==> src/rtl/rlts_pkg.sv <==
// ----------------------------------------------------------------------------
// rlts_pkg
// Shared sizes, mode and status codes, item types and the control/status
// bundles between the rotating list controller and its datapath.
// ----------------------------------------------------------------------------
`timescale 1ns / 1ps

package rlts_pkg;

    localparam int DEPTH = 64;
    localparam int AW    = $clog2(DEPTH);      // entry address
    localparam int LW    = $clog2(DEPTH + 1);  // length, 0 .. DEPTH
    localparam int MW    = AW + 1;             // memory address with bank bit
    localparam int DW    = 32;
    localparam int CNT_W = 16;
    localparam int SW    = $clog2(CNT_W);
    localparam int CFG_W = 7;
    localparam int IDX_W = 6;
    localparam int POS_W = 6;

    localparam logic [2:0] MODE_WRITE = 3'd0;
    localparam logic [2:0] MODE_ROT_R = 3'd1;
    localparam logic [2:0] MODE_ROT_L = 3'd2;
    localparam logic [2:0] MODE_ROT_N = 3'd3;
    localparam logic [2:0] MODE_DEL   = 3'd4;
    localparam logic [2:0] MODE_SRCH  = 3'd5;

    localparam logic [1:0] ST_OK    = 2'd0;
    localparam logic [1:0] ST_RANGE = 2'd1;
    localparam logic [1:0] ST_EMPTY = 2'd2;

    typedef struct packed {
        logic [2:0]        mode;
        logic [IDX_W-1:0]  index;
        logic signed [DW-1:0] value;
        logic [CNT_W-1:0]  rotate_count;
    } rlts_in_t;

    typedef struct packed {
        logic signed [DW-1:0] removed_value;
        logic [POS_W-1:0]  position;
        logic              found;
        logic [1:0]        status;
    } rlts_out_t;

    typedef struct packed {
        logic load;
        logic wr_entry;
        logic k_direct;
        logic mod_start;
        logic k_from_mod;
        logic rot_read;
        logic bank_flip;
        logic del_step;
        logic len_dec;
        logic srch_step;
        logic hit_capture;
        logic swap_a;
        logic swap_b;
        logic finish;
    } rlts_cmd_t;

    typedef struct packed {
        logic [2:0] mode;
        logic [1:0] code;
        logic       mod_done;
        logic       k_zero;
        logic       rot_last;
        logic       del_last;
        logic       hit;
        logic       hit_front;
        logic       srch_end;
    } rlts_stat_t;

endpackage

==> src/rtl/rlts_mod.sv <==
// ----------------------------------------------------------------------------
// rlts_mod
// Iterative remainder unit: rotate count modulo list length, one dividend
// bit per cycle by restoring subtraction.
// ----------------------------------------------------------------------------
`timescale 1ns / 1ps

module rlts_mod import rlts_pkg::*;
(
    input  logic             clk,
    input  logic             rst_n,
    input  logic             start,
    input  logic [CNT_W-1:0] dividend,
    input  logic [LW-1:0]    divisor,
    output logic             done,
    output logic [AW-1:0]    remainder
);

    logic             run_reg;
    logic             done_reg;
    logic [SW-1:0]    step_reg;
    logic [CNT_W-1:0] shift_reg;
    logic [LW-1:0]    rem_reg;
    logic [LW-1:0]    rem_next;
    logic [LW:0]      trial;
    logic [LW:0]      trial_sub;

    always_comb
    begin
        trial     = {rem_reg, shift_reg[CNT_W-1]};
        trial_sub = trial - (LW+1)'(divisor);
        if (trial >= (LW+1)'(divisor))
        begin
            rem_next = trial_sub[LW-1:0];
        end
        else
        begin
            rem_next = trial[LW-1:0];
        end
    end

    always_ff @(posedge clk or negedge rst_n)
    begin
        if (!rst_n)
        begin
            run_reg  <= 1'b0;
            done_reg <= 1'b0;
            step_reg <= '0;
        end
        else
        begin
            done_reg <= 1'b0;
            if (start)
            begin
                run_reg  <= 1'b1;
                step_reg <= '0;
            end
            else if (run_reg)
            begin
                step_reg <= step_reg + SW'(1);
                if (step_reg == SW'(CNT_W - 1))
                begin
                    run_reg  <= 1'b0;
                    done_reg <= 1'b1;
                end
            end
        end
    end

    always_ff @(posedge clk)
    begin
        if (start)
        begin
            shift_reg <= dividend;
            rem_reg   <= '0;
        end
        else if (run_reg)
        begin
            shift_reg <= {shift_reg[CNT_W-2:0], 1'b0};
            rem_reg   <= rem_next;
        end
    end

    assign done      = done_reg;
    assign remainder = rem_reg[AW-1:0];

endmodule

==> src/rtl/rlts_datapath.sv <==
// ----------------------------------------------------------------------------
// rlts_datapath
// Entry store (two banks, one write and one read port), length, walk
// pointer, rotate amount and result register of the rotating list.
// ----------------------------------------------------------------------------
`timescale 1ns / 1ps

module rlts_datapath import rlts_pkg::*;
(
    input  logic             clk,
    input  logic             rst_n,
    input  rlts_in_t         op,
    input  logic             cfg_we,
    input  logic [CFG_W-1:0] cfg_data,
    input  rlts_cmd_t        cmd,
    output rlts_stat_t       stat,
    output logic             result_valid,
    output rlts_out_t        result
);

    logic [DW-1:0]      mem [2*DEPTH];
    logic [2*DEPTH-1:0] valid_reg;

    rlts_in_t      op_reg;
    logic [1:0]    code_reg;
    logic [1:0]    code_next;
    logic [LW-1:0] length_reg;
    logic [LW-1:0] ptr_reg;
    logic          bank_reg;
    logic [AW-1:0] k_reg;
    logic [DW-1:0] rd_data_reg;
    logic          rd_ok_reg;
    logic          pend_reg;
    logic          pend_zero_reg;
    logic [MW-1:0] pend_addr_reg;
    logic          cap_reg;
    logic [DW-1:0] removed_reg;
    logic          chk_reg;
    logic [AW-1:0] chk_addr_reg;
    logic [AW-1:0] hit_addr_reg;
    logic [DW-1:0] prev_reg;
    logic          found_reg;
    logic [AW-1:0] pos_reg;
    logic          strobe_reg;
    rlts_out_t     result_reg;

    logic [DW-1:0] rd_out;
    logic          in_range;
    logic          rd_en;
    logic [MW-1:0] rd_addr;
    logic          wr_en;
    logic [MW-1:0] wr_addr;
    logic [DW-1:0] wr_data;
    logic [LW-1:0] ptr_dec;
    logic [LW-1:0] len_dec;
    logic [LW:0]   rot_sum;
    logic [LW:0]   rot_wrap;
    logic [LW:0]   rot_dst_full;
    logic [AW-1:0] rot_dst;
    logic [AW-1:0] hit_dec;
    logic [AW-1:0] chk_dec;
    logic [AW-1:0] k_dir;
    logic          mod_done;
    logic [AW-1:0] mod_rem;
    logic          hit;

    rlts_mod u_mod (
        .clk       (clk),
        .rst_n     (rst_n),
        .start     (cmd.mod_start),
        .dividend  (op_reg.rotate_count),
        .divisor   (length_reg),
        .done      (mod_done),
        .remainder (mod_rem)
    );

    always_comb
    begin
        rd_out   = rd_ok_reg ? rd_data_reg : '0;
        in_range = ptr_reg < length_reg;
        rd_en    = cmd.rot_read | ((cmd.del_step | cmd.srch_step) & in_range);
        rd_addr  = {bank_reg, ptr_reg[AW-1:0]};
        ptr_dec  = ptr_reg - LW'(1);
        len_dec  = length_reg - LW'(1);
        hit_dec  = hit_addr_reg - AW'(1);
        chk_dec  = chk_addr_reg - AW'(1);
        hit      = chk_reg && (rd_out == op_reg.value);

        // destination of entry ptr after rotating right by k within the length
        rot_sum  = (LW+1)'(ptr_reg) + (LW+1)'(k_reg);
        rot_wrap = rot_sum - (LW+1)'(length_reg);
        if (!in_range)
        begin
            rot_dst_full = (LW+1)'(ptr_reg);
        end
        else if (rot_sum >= (LW+1)'(length_reg))
        begin
            rot_dst_full = rot_wrap;
        end
        else
        begin
            rot_dst_full = rot_sum;
        end
        rot_dst = rot_dst_full[AW-1:0];

        if (op_reg.mode == MODE_ROT_L)
        begin
            k_dir = len_dec[AW-1:0];
        end
        else if (length_reg == LW'(1))
        begin
            k_dir = '0;
        end
        else
        begin
            k_dir = AW'(1);
        end

        priority if (op.mode <= MODE_SRCH && length_reg == '0)
        begin
            code_next = ST_EMPTY;
        end
        else if ((op.mode == MODE_WRITE || op.mode == MODE_DEL)
                 && LW'(op.index) >= length_reg)
        begin
            code_next = ST_RANGE;
        end
        else
        begin
            code_next = ST_OK;
        end

        wr_en   = 1'b1;
        priority if (pend_reg)
        begin
            wr_addr = pend_addr_reg;
            wr_data = pend_zero_reg ? '0 : rd_out;
        end
        else if (cmd.wr_entry)
        begin
            wr_addr = {bank_reg, AW'(op_reg.index)};
            wr_data = op_reg.value;
        end
        else if (cmd.swap_a)
        begin
            wr_addr = {bank_reg, hit_dec};
            wr_data = op_reg.value;
        end
        else if (cmd.swap_b)
        begin
            wr_addr = {bank_reg, hit_addr_reg};
            wr_data = prev_reg;
        end
        else
        begin
            wr_en   = 1'b0;
            wr_addr = '0;
            wr_data = '0;
        end
    end

    always_comb
    begin
        stat.mode      = op_reg.mode;
        stat.code      = code_reg;
        stat.mod_done  = mod_done;
        stat.k_zero    = (k_reg == '0);
        stat.rot_last  = (ptr_reg == LW'(DEPTH - 1));
        stat.del_last  = (ptr_reg == length_reg);
        stat.hit       = hit;
        stat.hit_front = (chk_addr_reg == '0);
        stat.srch_end  = !in_range && !chk_reg;
    end

    // entry store
    always_ff @(posedge clk)
    begin
        if (wr_en)
        begin
            mem[wr_addr] <= wr_data;
        end
        if (rd_en)
        begin
            rd_data_reg <= mem[rd_addr];
        end
    end

    always_ff @(posedge clk or negedge rst_n)
    begin
        if (!rst_n)
        begin
            valid_reg  <= '0;
            rd_ok_reg  <= 1'b0;
            length_reg <= LW'(DEPTH);
            ptr_reg    <= '0;
            bank_reg   <= 1'b0;
            code_reg   <= ST_OK;
            pend_reg   <= 1'b0;
            cap_reg    <= 1'b0;
            chk_reg    <= 1'b0;
            found_reg  <= 1'b0;
            strobe_reg <= 1'b0;
        end
        else
        begin
            if (wr_en)
            begin
                valid_reg[wr_addr] <= 1'b1;
            end
            if (rd_en)
            begin
                rd_ok_reg <= valid_reg[rd_addr];
            end

            if (cfg_we)
            begin
                length_reg <= (cfg_data > CFG_W'(DEPTH)) ? LW'(DEPTH) : LW'(cfg_data);
            end
            else if (cmd.len_dec)
            begin
                length_reg <= len_dec;
            end

            if (cmd.load)
            begin
                ptr_reg   <= (op.mode == MODE_DEL) ? LW'(op.index) : '0;
                code_reg  <= code_next;
                found_reg <= 1'b0;
            end
            else if (rd_en)
            begin
                ptr_reg <= ptr_reg + LW'(1);
            end

            if (cmd.hit_capture)
            begin
                found_reg <= 1'b1;
            end
            if (cmd.bank_flip)
            begin
                bank_reg <= ~bank_reg;
            end

            // skip the write for the removed entry itself
            pend_reg   <= cmd.rot_read
                          | (cmd.del_step & (!in_range | (ptr_reg != LW'(op_reg.index))));
            cap_reg    <= cmd.del_step & in_range & (ptr_reg == LW'(op_reg.index));
            chk_reg    <= cmd.srch_step & in_range;
            strobe_reg <= cmd.finish;
        end
    end

    always_ff @(posedge clk)
    begin
        if (cmd.load)
        begin
            op_reg <= op;
        end
        if (cmd.k_direct)
        begin
            k_reg <= k_dir;
        end
        else if (cmd.k_from_mod)
        begin
            k_reg <= mod_rem;
        end

        pend_zero_reg <= cmd.del_step & !in_range;
        if (cmd.rot_read)
        begin
            pend_addr_reg <= {~bank_reg, rot_dst};
        end
        else
        begin
            pend_addr_reg <= {bank_reg, ptr_dec[AW-1:0]};
        end

        if (cap_reg)
        begin
            removed_reg <= rd_out;
        end
        if (cmd.srch_step)
        begin
            chk_addr_reg <= ptr_reg[AW-1:0];
        end
        // hold the predecessor of a match for the swap
        if (chk_reg && !hit)
        begin
            prev_reg <= rd_out;
        end
        if (cmd.hit_capture)
        begin
            hit_addr_reg <= chk_addr_reg;
            pos_reg      <= (chk_addr_reg == '0) ? '0 : chk_dec;
        end

        if (cmd.finish)
        begin
            result_reg.removed_value <= (op_reg.mode == MODE_DEL && code_reg == ST_OK)
                                        ? removed_reg : '0;
            result_reg.position      <= found_reg ? POS_W'(pos_reg) : '0;
            result_reg.found         <= found_reg;
            result_reg.status        <= code_reg;
        end
    end

    assign result_valid = strobe_reg;
    assign result       = result_reg;

endmodule

==> src/rtl/rlts_ctrl.sv <==
// ----------------------------------------------------------------------------
// rlts_ctrl
// Sequencer of the rotating list: decodes the mode and steps the datapath
// through write, rotate, delete and search walks.
// ----------------------------------------------------------------------------
`timescale 1ns / 1ps

module rlts_ctrl import rlts_pkg::*;
(
    input  logic       clk,
    input  logic       rst_n,
    input  logic       start,
    input  rlts_stat_t stat,
    output logic       busy,
    output rlts_cmd_t  cmd
);

    typedef enum logic [11:0] {
        S_IDLE    = 12'b0000_0000_0001,
        S_DECODE  = 12'b0000_0000_0010,
        S_MOD     = 12'b0000_0000_0100,
        S_KCHK    = 12'b0000_0000_1000,
        S_ROT     = 12'b0000_0001_0000,
        S_ROT_END = 12'b0000_0010_0000,
        S_DEL     = 12'b0000_0100_0000,
        S_DEL_END = 12'b0000_1000_0000,
        S_SRCH    = 12'b0001_0000_0000,
        S_SWAP_A  = 12'b0010_0000_0000,
        S_SWAP_B  = 12'b0100_0000_0000,
        S_DONE    = 12'b1000_0000_0000
    } state_t;

    state_t state_reg;
    state_t state_next;

    always_comb
    begin
        cmd        = '0;
        state_next = state_reg;
        unique case (state_reg)
            S_IDLE:
            begin
                if (start)
                begin
                    cmd.load   = 1'b1;
                    state_next = S_DECODE;
                end
            end
            S_DECODE:
            begin
                if (stat.code != ST_OK)
                begin
                    state_next = S_DONE;
                end
                else
                begin
                    unique case (stat.mode)
                        MODE_WRITE:
                        begin
                            cmd.wr_entry = 1'b1;
                            state_next   = S_DONE;
                        end
                        MODE_ROT_R, MODE_ROT_L:
                        begin
                            cmd.k_direct = 1'b1;
                            state_next   = S_KCHK;
                        end
                        MODE_ROT_N:
                        begin
                            cmd.mod_start = 1'b1;
                            state_next    = S_MOD;
                        end
                        MODE_DEL:  state_next = S_DEL;
                        MODE_SRCH: state_next = S_SRCH;
                        default:   state_next = S_DONE;
                    endcase
                end
            end
            S_MOD:
            begin
                if (stat.mod_done)
                begin
                    cmd.k_from_mod = 1'b1;
                    state_next     = S_KCHK;
                end
            end
            S_KCHK:
            begin
                state_next = stat.k_zero ? S_DONE : S_ROT;
            end
            S_ROT:
            begin
                cmd.rot_read = 1'b1;
                if (stat.rot_last)
                begin
                    state_next = S_ROT_END;
                end
            end
            S_ROT_END:
            begin
                cmd.bank_flip = 1'b1;
                state_next    = S_DONE;
            end
            S_DEL:
            begin
                cmd.del_step = 1'b1;
                if (stat.del_last)
                begin
                    state_next = S_DEL_END;
                end
            end
            S_DEL_END:
            begin
                cmd.len_dec = 1'b1;
                state_next  = S_DONE;
            end
            S_SRCH:
            begin
                if (stat.hit)
                begin
                    cmd.hit_capture = 1'b1;
                    state_next      = stat.hit_front ? S_DONE : S_SWAP_A;
                end
                else
                begin
                    cmd.srch_step = 1'b1;
                    if (stat.srch_end)
                    begin
                        state_next = S_DONE;
                    end
                end
            end
            S_SWAP_A:
            begin
                cmd.swap_a = 1'b1;
                state_next = S_SWAP_B;
            end
            S_SWAP_B:
            begin
                cmd.swap_b = 1'b1;
                state_next = S_DONE;
            end
            S_DONE:
            begin
                cmd.finish = 1'b1;
                state_next = S_IDLE;
            end
            default:
            begin
                state_next = S_IDLE;
            end
        endcase
    end

    always_ff @(posedge clk or negedge rst_n)
    begin
        if (!rst_n)
        begin
            state_reg <= S_IDLE;
        end
        else
        begin
            state_reg <= state_next;
        end
    end

    assign busy = (state_reg != S_IDLE);

endmodule

==> src/rtl/rotating_list_with_transpose_search_core.sv <==
// ----------------------------------------------------------------------------
// rotating_list_with_transpose_search_core
// List of signed words with write, rotate, delete and transposing search.
//
// Commands: an item on op is taken when start is high and busy is low; busy
// stays high until the result is out. One result per item appears on result
// with result_valid high for exactly one cycle; the receiver cannot stall it,
// and a new start may be given in that same cycle.
// Path of each mode from acceptance to the result:
//   write, error, empty list, unused modes: straight to the result
//   rotate by one (right or left): the bank-to-bank copy, skipped on a
//   one-entry list, where the amount is zero
//   rotate by count: the remainder unit, then the copy; a zero amount
//   skips the copy
//   delete: one entry moved per cycle
//   search: one entry compared per cycle, then a hit not at the front is swapped
// The store has one read and one write port, which sets all walk rates.
// Configuration: cfg_data loads the length (saturated to DEPTH) on a
// cfg_valid/cfg_ready transfer; cfg_ready is high while idle and no
// command is offered on start.
// Reset: length is DEPTH and all entries read as zero; no clearing pass.
// ----------------------------------------------------------------------------
`timescale 1ns / 1ps

module rotating_list_with_transpose_search_core import rlts_pkg::*;
(
    input  logic             clk,
    input  logic             rst_n,
    input  logic             start,
    output logic             busy,
    input  rlts_in_t         op,
    output logic             result_valid,
    output rlts_out_t        result,
    input  logic             cfg_valid,
    output logic             cfg_ready,
    input  logic [CFG_W-1:0] cfg_data
);

    rlts_cmd_t  cmd;
    rlts_stat_t stat;
    logic       cfg_we;

    // hold a length load off while a command is being offered
    assign cfg_ready = !busy && !start;
    assign cfg_we    = cfg_valid & cfg_ready;

    rlts_ctrl u_ctrl (
        .clk   (clk),
        .rst_n (rst_n),
        .start (start),
        .stat  (stat),
        .busy  (busy),
        .cmd   (cmd)
    );

    rlts_datapath u_dp (
        .clk          (clk),
        .rst_n        (rst_n),
        .op           (op),
        .cfg_we       (cfg_we),
        .cfg_data     (cfg_data),
        .cmd          (cmd),
        .stat         (stat),
        .result_valid (result_valid),
        .result       (result)
    );

    a_strobe_idle: assert property (@(posedge clk) disable iff (!rst_n)
        result_valid |-> !busy)
        else $error("result strobe while a command is still running");

    a_accept_busy: assert property (@(posedge clk) disable iff (!rst_n)
        (start && !busy) |=> busy)
        else $error("accepted command did not raise busy");

    a_found_ok: assert property (@(posedge clk) disable iff (!rst_n)
        (result_valid && result.found) |-> (result.status == ST_OK
                                            && result.removed_value == '0))
        else $error("search hit reported with error status or removed value");

    a_err_clean: assert property (@(posedge clk) disable iff (!rst_n)
        (result_valid && result.status != ST_OK) |-> (!result.found
                                                      && result.position == '0))
        else $error("failed command reported a search hit");

endmodule
==> config.mk <==
export PLATFORM = sky130hd
export DESIGN_NAME = rotating_list_with_transpose_search_core
export DESIGN_NICKNAME = d
export VERILOG_FILES = /design/src/rtl/rlts_pkg.sv /design/src/rtl/rlts_mod.sv /design/src/rtl/rlts_datapath.sv /design/src/rtl/rlts_ctrl.sv /design/src/rtl/rotating_list_with_transpose_search_core.sv
export SDC_FILE = /design/constraint.sdc
export NUM_CORES = 2
export LEC_CHECK = 0
export BUFFER_PORTS_ARGS = -buffer_cell sky130_fd_sc_hd__buf_2
export CELL_PAD_IN_SITES_DETAIL_PLACEMENT = 1
export CELL_PAD_IN_SITES_GLOBAL_PLACEMENT = 1
export CORE_AREA = 8 8 688 690
export DETAILED_ROUTE_END_ITERATION = 8
export DIE_AREA = 0 0 696 698
export GPL_TIMING_DRIVEN = 0
export PLACE_DENSITY = 0.64
export SLEW_MARGIN = 20
export SYNTH_ARGS = -nofsm -noshare
export SYNTH_HDL_FRONTEND = slang
export SYNTH_SLANG_ARGS = --single-unit
==> constraint.sdc <==
create_clock -name clk -period 9.3 [get_ports clk]
set_clock_uncertainty 0.1 [all_clocks]
set_input_delay 1.395 -clock clk [delete_from_list [all_inputs] [get_ports clk]]
set_output_delay 1.395 -clock clk [all_outputs]
set_load 0.01 [all_outputs]
## After elaboration in Yosys (flattened, before gate mapping)

Memory sizes are Yosys's and may differ from the RTL's. A register that Yosys moved wholly into a read port is not among the register bits.
Cells that the tools add are included.
Widths: inputs -> output; s select.

| storage, ports and cells | value |
|---|---|
| output and inout port bits | 44 |
| ROM bits | 0 |
| word-level logic and storage cells | 203 |
| bits in latches | 0 |
| memories | 1 |
| register bits | 386 |
| RAM bits | 4,096 |

Memories:

| memory | words | width | read ports | clocked after memory_dff | wr ports | RTL line | RTL |
|---|---|---|---|---|---|---|---|
| u_dp.mem | 128 | 32 | 1 | 1 | 1 | rlts_datapath.sv:21 | `logic [DW-1:0] mem [2*DEPTH];` |

| cells by class | value |
|---|---|
| shifts and indexed selects | 0 |
| multiply operators | 0 |
| multiplexer cells | 78 |
| $add $sub $neg | 9 |
| bitwise operators | 13 |
| reductions and logical operators | 29 |
| $lt $le $gt $ge | 9 |
| equal/unequal tests | 31 |
| divide/modulo/power cells | 0 |

Operator list:

| kind | count |
|---|---|
| $mux 32 | 6 |
| $or 128x128->128 | 1 |
| $mux 12 | 9 |
| $pmux 12 s9 | 1 |
| $mux 7 | 11 |
| $pmux 12 s4 | 1 |
| $mux 6 | 6 |
| $mux 1 | 34 |
| $eq 32x32->1 | 1 |
| $mux 16 | 2 |
| $sub 6x1->6 const B | 3 |
| $ge 8x7->1 | 2 |
| $lt 7x8->1 const B | 2 |
| $eq 12x1->1 const B | 1 |
| $eq 12x10->1 const B | 1 |
| $eq 12x11->1 const B | 1 |
| $eq 12x12->1 const B | 1 |
| $eq 12x2->1 const B | 1 |
| $eq 12x3->1 const B | 1 |
| $eq 12x4->1 const B | 1 |
| $eq 12x5->1 const B | 1 |
| $eq 12x6->1 const B | 1 |
| $eq 12x7->1 const B | 1 |
| $eq 12x8->1 const B | 1 |
| other kinds (44) | 79 |

## Longest topological paths before layout

| depth | value |
|---|---|
| depth in word-level cells | 12 |
| depth in mapped cells | 15 |

## Cells and area by module

Synthesis repeated with hierarchy kept, for this count alone.

| second synthesis, totals | value |
|---|---|
| cells, all modules | 7,891 |
| area, all modules | 175,478.3 µm² |

Modules (own cells, without submodules):

| module | cells an instance | area each (µm²) | times used |
|---|---|---|---|
| rlts_datapath | 7,618 | 172,763.2 | 1 |
| rlts_mod | 161 | 1,749.2 | 1 |
| rlts_ctrl | 110 | 949.7 | 1 |
| rotating_list_with_transpose_search_core | 2 | 16.3 | 1 |

## Least setup slack after synthesis

No wires, ideal clock.

| timing | value |
|---|---|
| kind | flip-flop to flip-flop |
| start point | register u_ctrl.state_reg[9] |
| end point | memory u_dp.mem[0][0] (data pin) |
| cell stages (with the launch flop) | 9 |
| setup slack | 0.781 ns |
| buffers on the path | 2 |
| arrival time | 7.222 ns |
| cells stage by stage | dfrtp_1 > buf_2 > nor4_1 > nand4_1 > nor3_1 > nor2_1 > clkbuf_1 > mux2i_1 > o21ai_0 |

| on the way | value |
|---|---|
| longest elaborated chain between the ends | 6 |
| elaborated cells between the ends (all ways) | 10 |

RTL lines:

| item | RTL line | RTL |
|---|---|---|
| from (decl) | rlts_ctrl.sv:33 | `state_t state_reg;` |
| from (signal assigned) | rlts_ctrl.sv:163 | `state_reg <= state_next;` |
| $eq 12x11->1 | rlts_ctrl.sv:40 | `unique case (state_reg)` |
| $mux 1 | rlts_ctrl.sv:40 |  |
| $mux 32 | rlts_datapath.sv:149 | `else if (cmd.swap_b)` |
| $mux 32 | rlts_datapath.sv:144 | `else if (cmd.swap_a)` |
| $mux 32 (*) | rlts_datapath.sv:139 | `else if (cmd.wr_entry)` |
| $mux 32 (*) | rlts_datapath.sv:134 | `priority if (pend_reg)` |
| via u_dp.wr_data[0] | rlts_datapath.sv:53 | `logic [DW-1:0] wr_data;` |
| to (decl) | rlts_datapath.sv:21 |  |

Mark *: on every way through the listed nets, which the timed path passes. The rest lies on a longest branch.

## Worst setup path in the final report

| timing | value |
|---|---|
| start point | register u_ctrl.state_reg[7] |
| end point | memory u_dp.mem[30][21] (enable) |

| on the way | value |
|---|---|
| longest elaborated chain between the ends | 8 |
| elaborated cells between the ends (all ways) | 16 |

RTL lines:

| item | RTL line | RTL |
|---|---|---|
| $eq 12x11->1 | rlts_ctrl.sv:40 |  |
| $mux 1 | rlts_ctrl.sv:40 |  |
| $mux 1 | rlts_datapath.sv:149 |  |
| $mux 1 | rlts_datapath.sv:144 |  |
| $mux 1 | rlts_datapath.sv:139 |  |
| $mux 1 | rlts_datapath.sv:134 |  |
| $mux 1 | rlts_datapath.sv:178 | `if (wr_en)` |
| $mux 1 (not written as such) | rlts_datapath.sv:180 | `mem[wr_addr] <= wr_data;` |

Several ways; a longest one is shown, not always the timed one.

==> results.yml <==
setup_path:
  startpoint_type: "flip-flop"
  slowest_stage: "o31ai_1"
  path_depth: 12
  cp-end-kind: "flip-flop"
  path_cells: "clkbuf_1, nor4_2, nand4_1, nor2b_1, buf_2, a221oi_1, o31ai_1, nand2_1, clkbuf_1, buf_2, nor2_4, buf_12"
  path_delay_family: "simple AND/OR/NAND/NOR gates"
  path_class: "flip-flop to flip-flop"
  cp_num_buf_inv: 5
  r2r-start: "u_ctrl.state_reg[7]"
  critPathMaxFanout: 21
  r2r_slack_ps: 2850
  slowest_delay_ps: 910
  worstRegToRegCells: 12
  cp.arrival_ps: 7070
  r2r-end: "u_dp.mem[30][21]"
  worstPathRequired_ps: 9920
finish:
  nets: 8592
  largest_reg_flops: 4096
  layout-drive-gt1-share: 0.344
  final_cell_mix: "edfxtp_1, mux4_2, clkbuf_16"
  postLayoutCellArea_um2: 209000
  fillCellCount: 41700
  layout_commonest_cell: "edfxtp_1"
  synthToLayoutAreaGrowth_pct: 19.8
run_status:
  status: "finished, final reports clean"
pwr:
  p_per_area_nw_per_um2: 274
  power.leakage_nw: 67.0
  vdd_drop_max_v: 0.000182
logic_synthesis:
  synthArstFlopShare: 0.0374
  synth_xor_area_frac: 0.00256
  synth-seq-area-share: 0.770
  synth_cell_types: 74
  synthAdderAreaFrac: 0.00321
  yosys.area_share.simple: 0.0195
  synth-edff-count: 4330
  synthFlopType: "edfxtp_1"
  synth_top_family_by_area: "multiplexers"
  syn_area_um2: 175000
  syn-instance-count: 7518
  postSynthAreaPerCell_um2: 23.2
  muxShareOfSynthArea: 0.182
  ys_ff_latch: 4514
  synth_compound_area_frac: 0.0126
  yosys_warnings: 0
  synthesis.nets: 7629
sta:
  slew_violations: 0
  max-slew-margin-rel: 0.0980
  fin_setup_tns_ps: 0
  hold_violations: 0
  grt_setup_unrepaired: "no"
  fin_crit_ps: 6450
  tightest_slew_ps: 1320
  fmax_mhz: 155
  finalSetupViolCount: 0
  period_share: 0.693
place:
  routabilityCongestion: 0.902
  io_buffers: 111
  dpl.hpwl_um: 398000
  dpl-instance-area_um2: 194000
floorplanning:
  initial_core_util: 0.378
  fp.dieArea_um2: 486000
  die_h_um: 698
  design.core.area_um2: 462000
  ioPinCount: 112
  die_w_um: 696
  num_rows: 250
drt:
  dr.pass1.iters: 8
  via_per_inst: 5.88
  avgRoutedWirePerCell_um: 36.9
  wl_met2_um: 259000
  drt_iter0_drc: 12000
  top_layer: "met5"
  wl_met1_um: 209000
  wl_met3_um: 53000
  drc: 0
  wirelength_um: 555000
  ant_nets: 0
  dr_total_vias: 88500
clock_network:
  cts_buffers: 442
  post_cts_buffers: 0
  cts_sinks: 4514
  cts_buffer_depth: 4
  cts-root-buf: "clkbuf_16"
  postCtsResizedCells: 0
  htreeDepth: 5
  cts_tree: "yes"
  ctsHoldBuffers: 0
  clk_pin_slew_ps: 70
  clock_latency_ps: 1050
grt:
  grt.total_usage: 0.223
  grt_pass1_vias: 90600
  grt.overflow.total: 0
  grt_pass1_wl_um: 756000
  antenna_found_initial: 70
  grt_max_degree: 81
hold_path:
  hold_path.class: "input port to async pin"
job:
  maxCapViolCount: 0
logic make-up (layout without fill, tap and decap cells):
group | after synthesis | in the layout
fa+ha+maj | 43 | 43
simple gates | 681 | 681
buf+inv | 435 | 1782
xor+xnor | 51 | 51
compound gates | 330 | 330
other cells | 0 | 19
flops | 4514 | 4514
mux | 1464 | 1464
worst max-delay path by stage:
stage	from	to	slack [ps]
finish	u_ctrl.state_reg[7]	u_dp.mem[30][21]	2850
global route	u_dp.ptr_reg[0]	u_dp.ptr_reg[1]	2700
CTS	u_dp.ptr_reg[0]	u_dp.ptr_reg[1]	2520
detailed placement	u_dp.ptr_reg[0]	u_dp.ptr_reg[1]	2570
global placement	u_ctrl.state_reg[9]	u_dp.mem[54][17]	-8860
floorplan	u_ctrl.state_reg[9]	u_dp.mem[0][0]	780
layer usage:
layer | vias up | global-route usage
met4 | 16 | 0.117
met3 | 1034 | 0.0490
met2 | 5091 | 0.352
met5 | - | 0
li1 | 34000 | -
met1 | 48300 | 0.291
cells in the mapped netlist, types with 27 or more instances:
master	count	area, um2
o22ai_1	29	181
buf_2	63	315
nor3_1	40	200
nand3_1	39	195
and2_1	75	469
ha_1	40	500
or2_2	53	332
buf_1	90	338
edfxtp_1	4330	130000
clkbuf_1	245	920
inv_1	37	139
dfrtp_1	167	4180
mux2i_1	62	621
mux4_2	1373	30900
xor2_1	27	236
mux2_2	29	327
nand2_1	163	612
o21ai_0	76	380
nor2_1	191	717
a21oi_1	44	220
o21bai_1	68	510
power by group:
group | switching (mW) | internal, mW
sequential | 0.246 | 22.5
clock | 8.02 | 10.7
combinational | 9.86 | 6.12
total | 18.1 | 39.3
through the flow:
stage	hold WS (ps)	setup WS [ps]	std cells	util	total power [mW]
6_report	110	2850	15100	0.453	57.4
5_1_grt	105	2700	15000	0.453	58.7
4_1_cts	54.7	2520	15000	0.453	57.5
3_5_place_dp	352	2570	14200	0.420	39.0
3_3_place_gp	341	-8860	13800	0.396	38.4
2_1_floorplan	328	781	7518	-	31.8
area by class of cell:
type / instances / area (um2) / area share
Buffer: 398 / 1760 / 0.00842
Inverter: 37 / 139 / 0.000663
Tap cell: 6174 / 7720 / 0.0369
Timing Repair Buffer: 519 / 10100 / 0.0485
Sequential cell: 4514 / 135000 / 0.643
Multi-Input combinational cell: 2569 / 39900 / 0.190
Antenna cell: 19 / 47.5 / 0.000227
Clock buffer: 526 / 11600 / 0.0554
Clock inverter: 302 / 3490 / 0.0167
(Power assumes the default switching activity.)
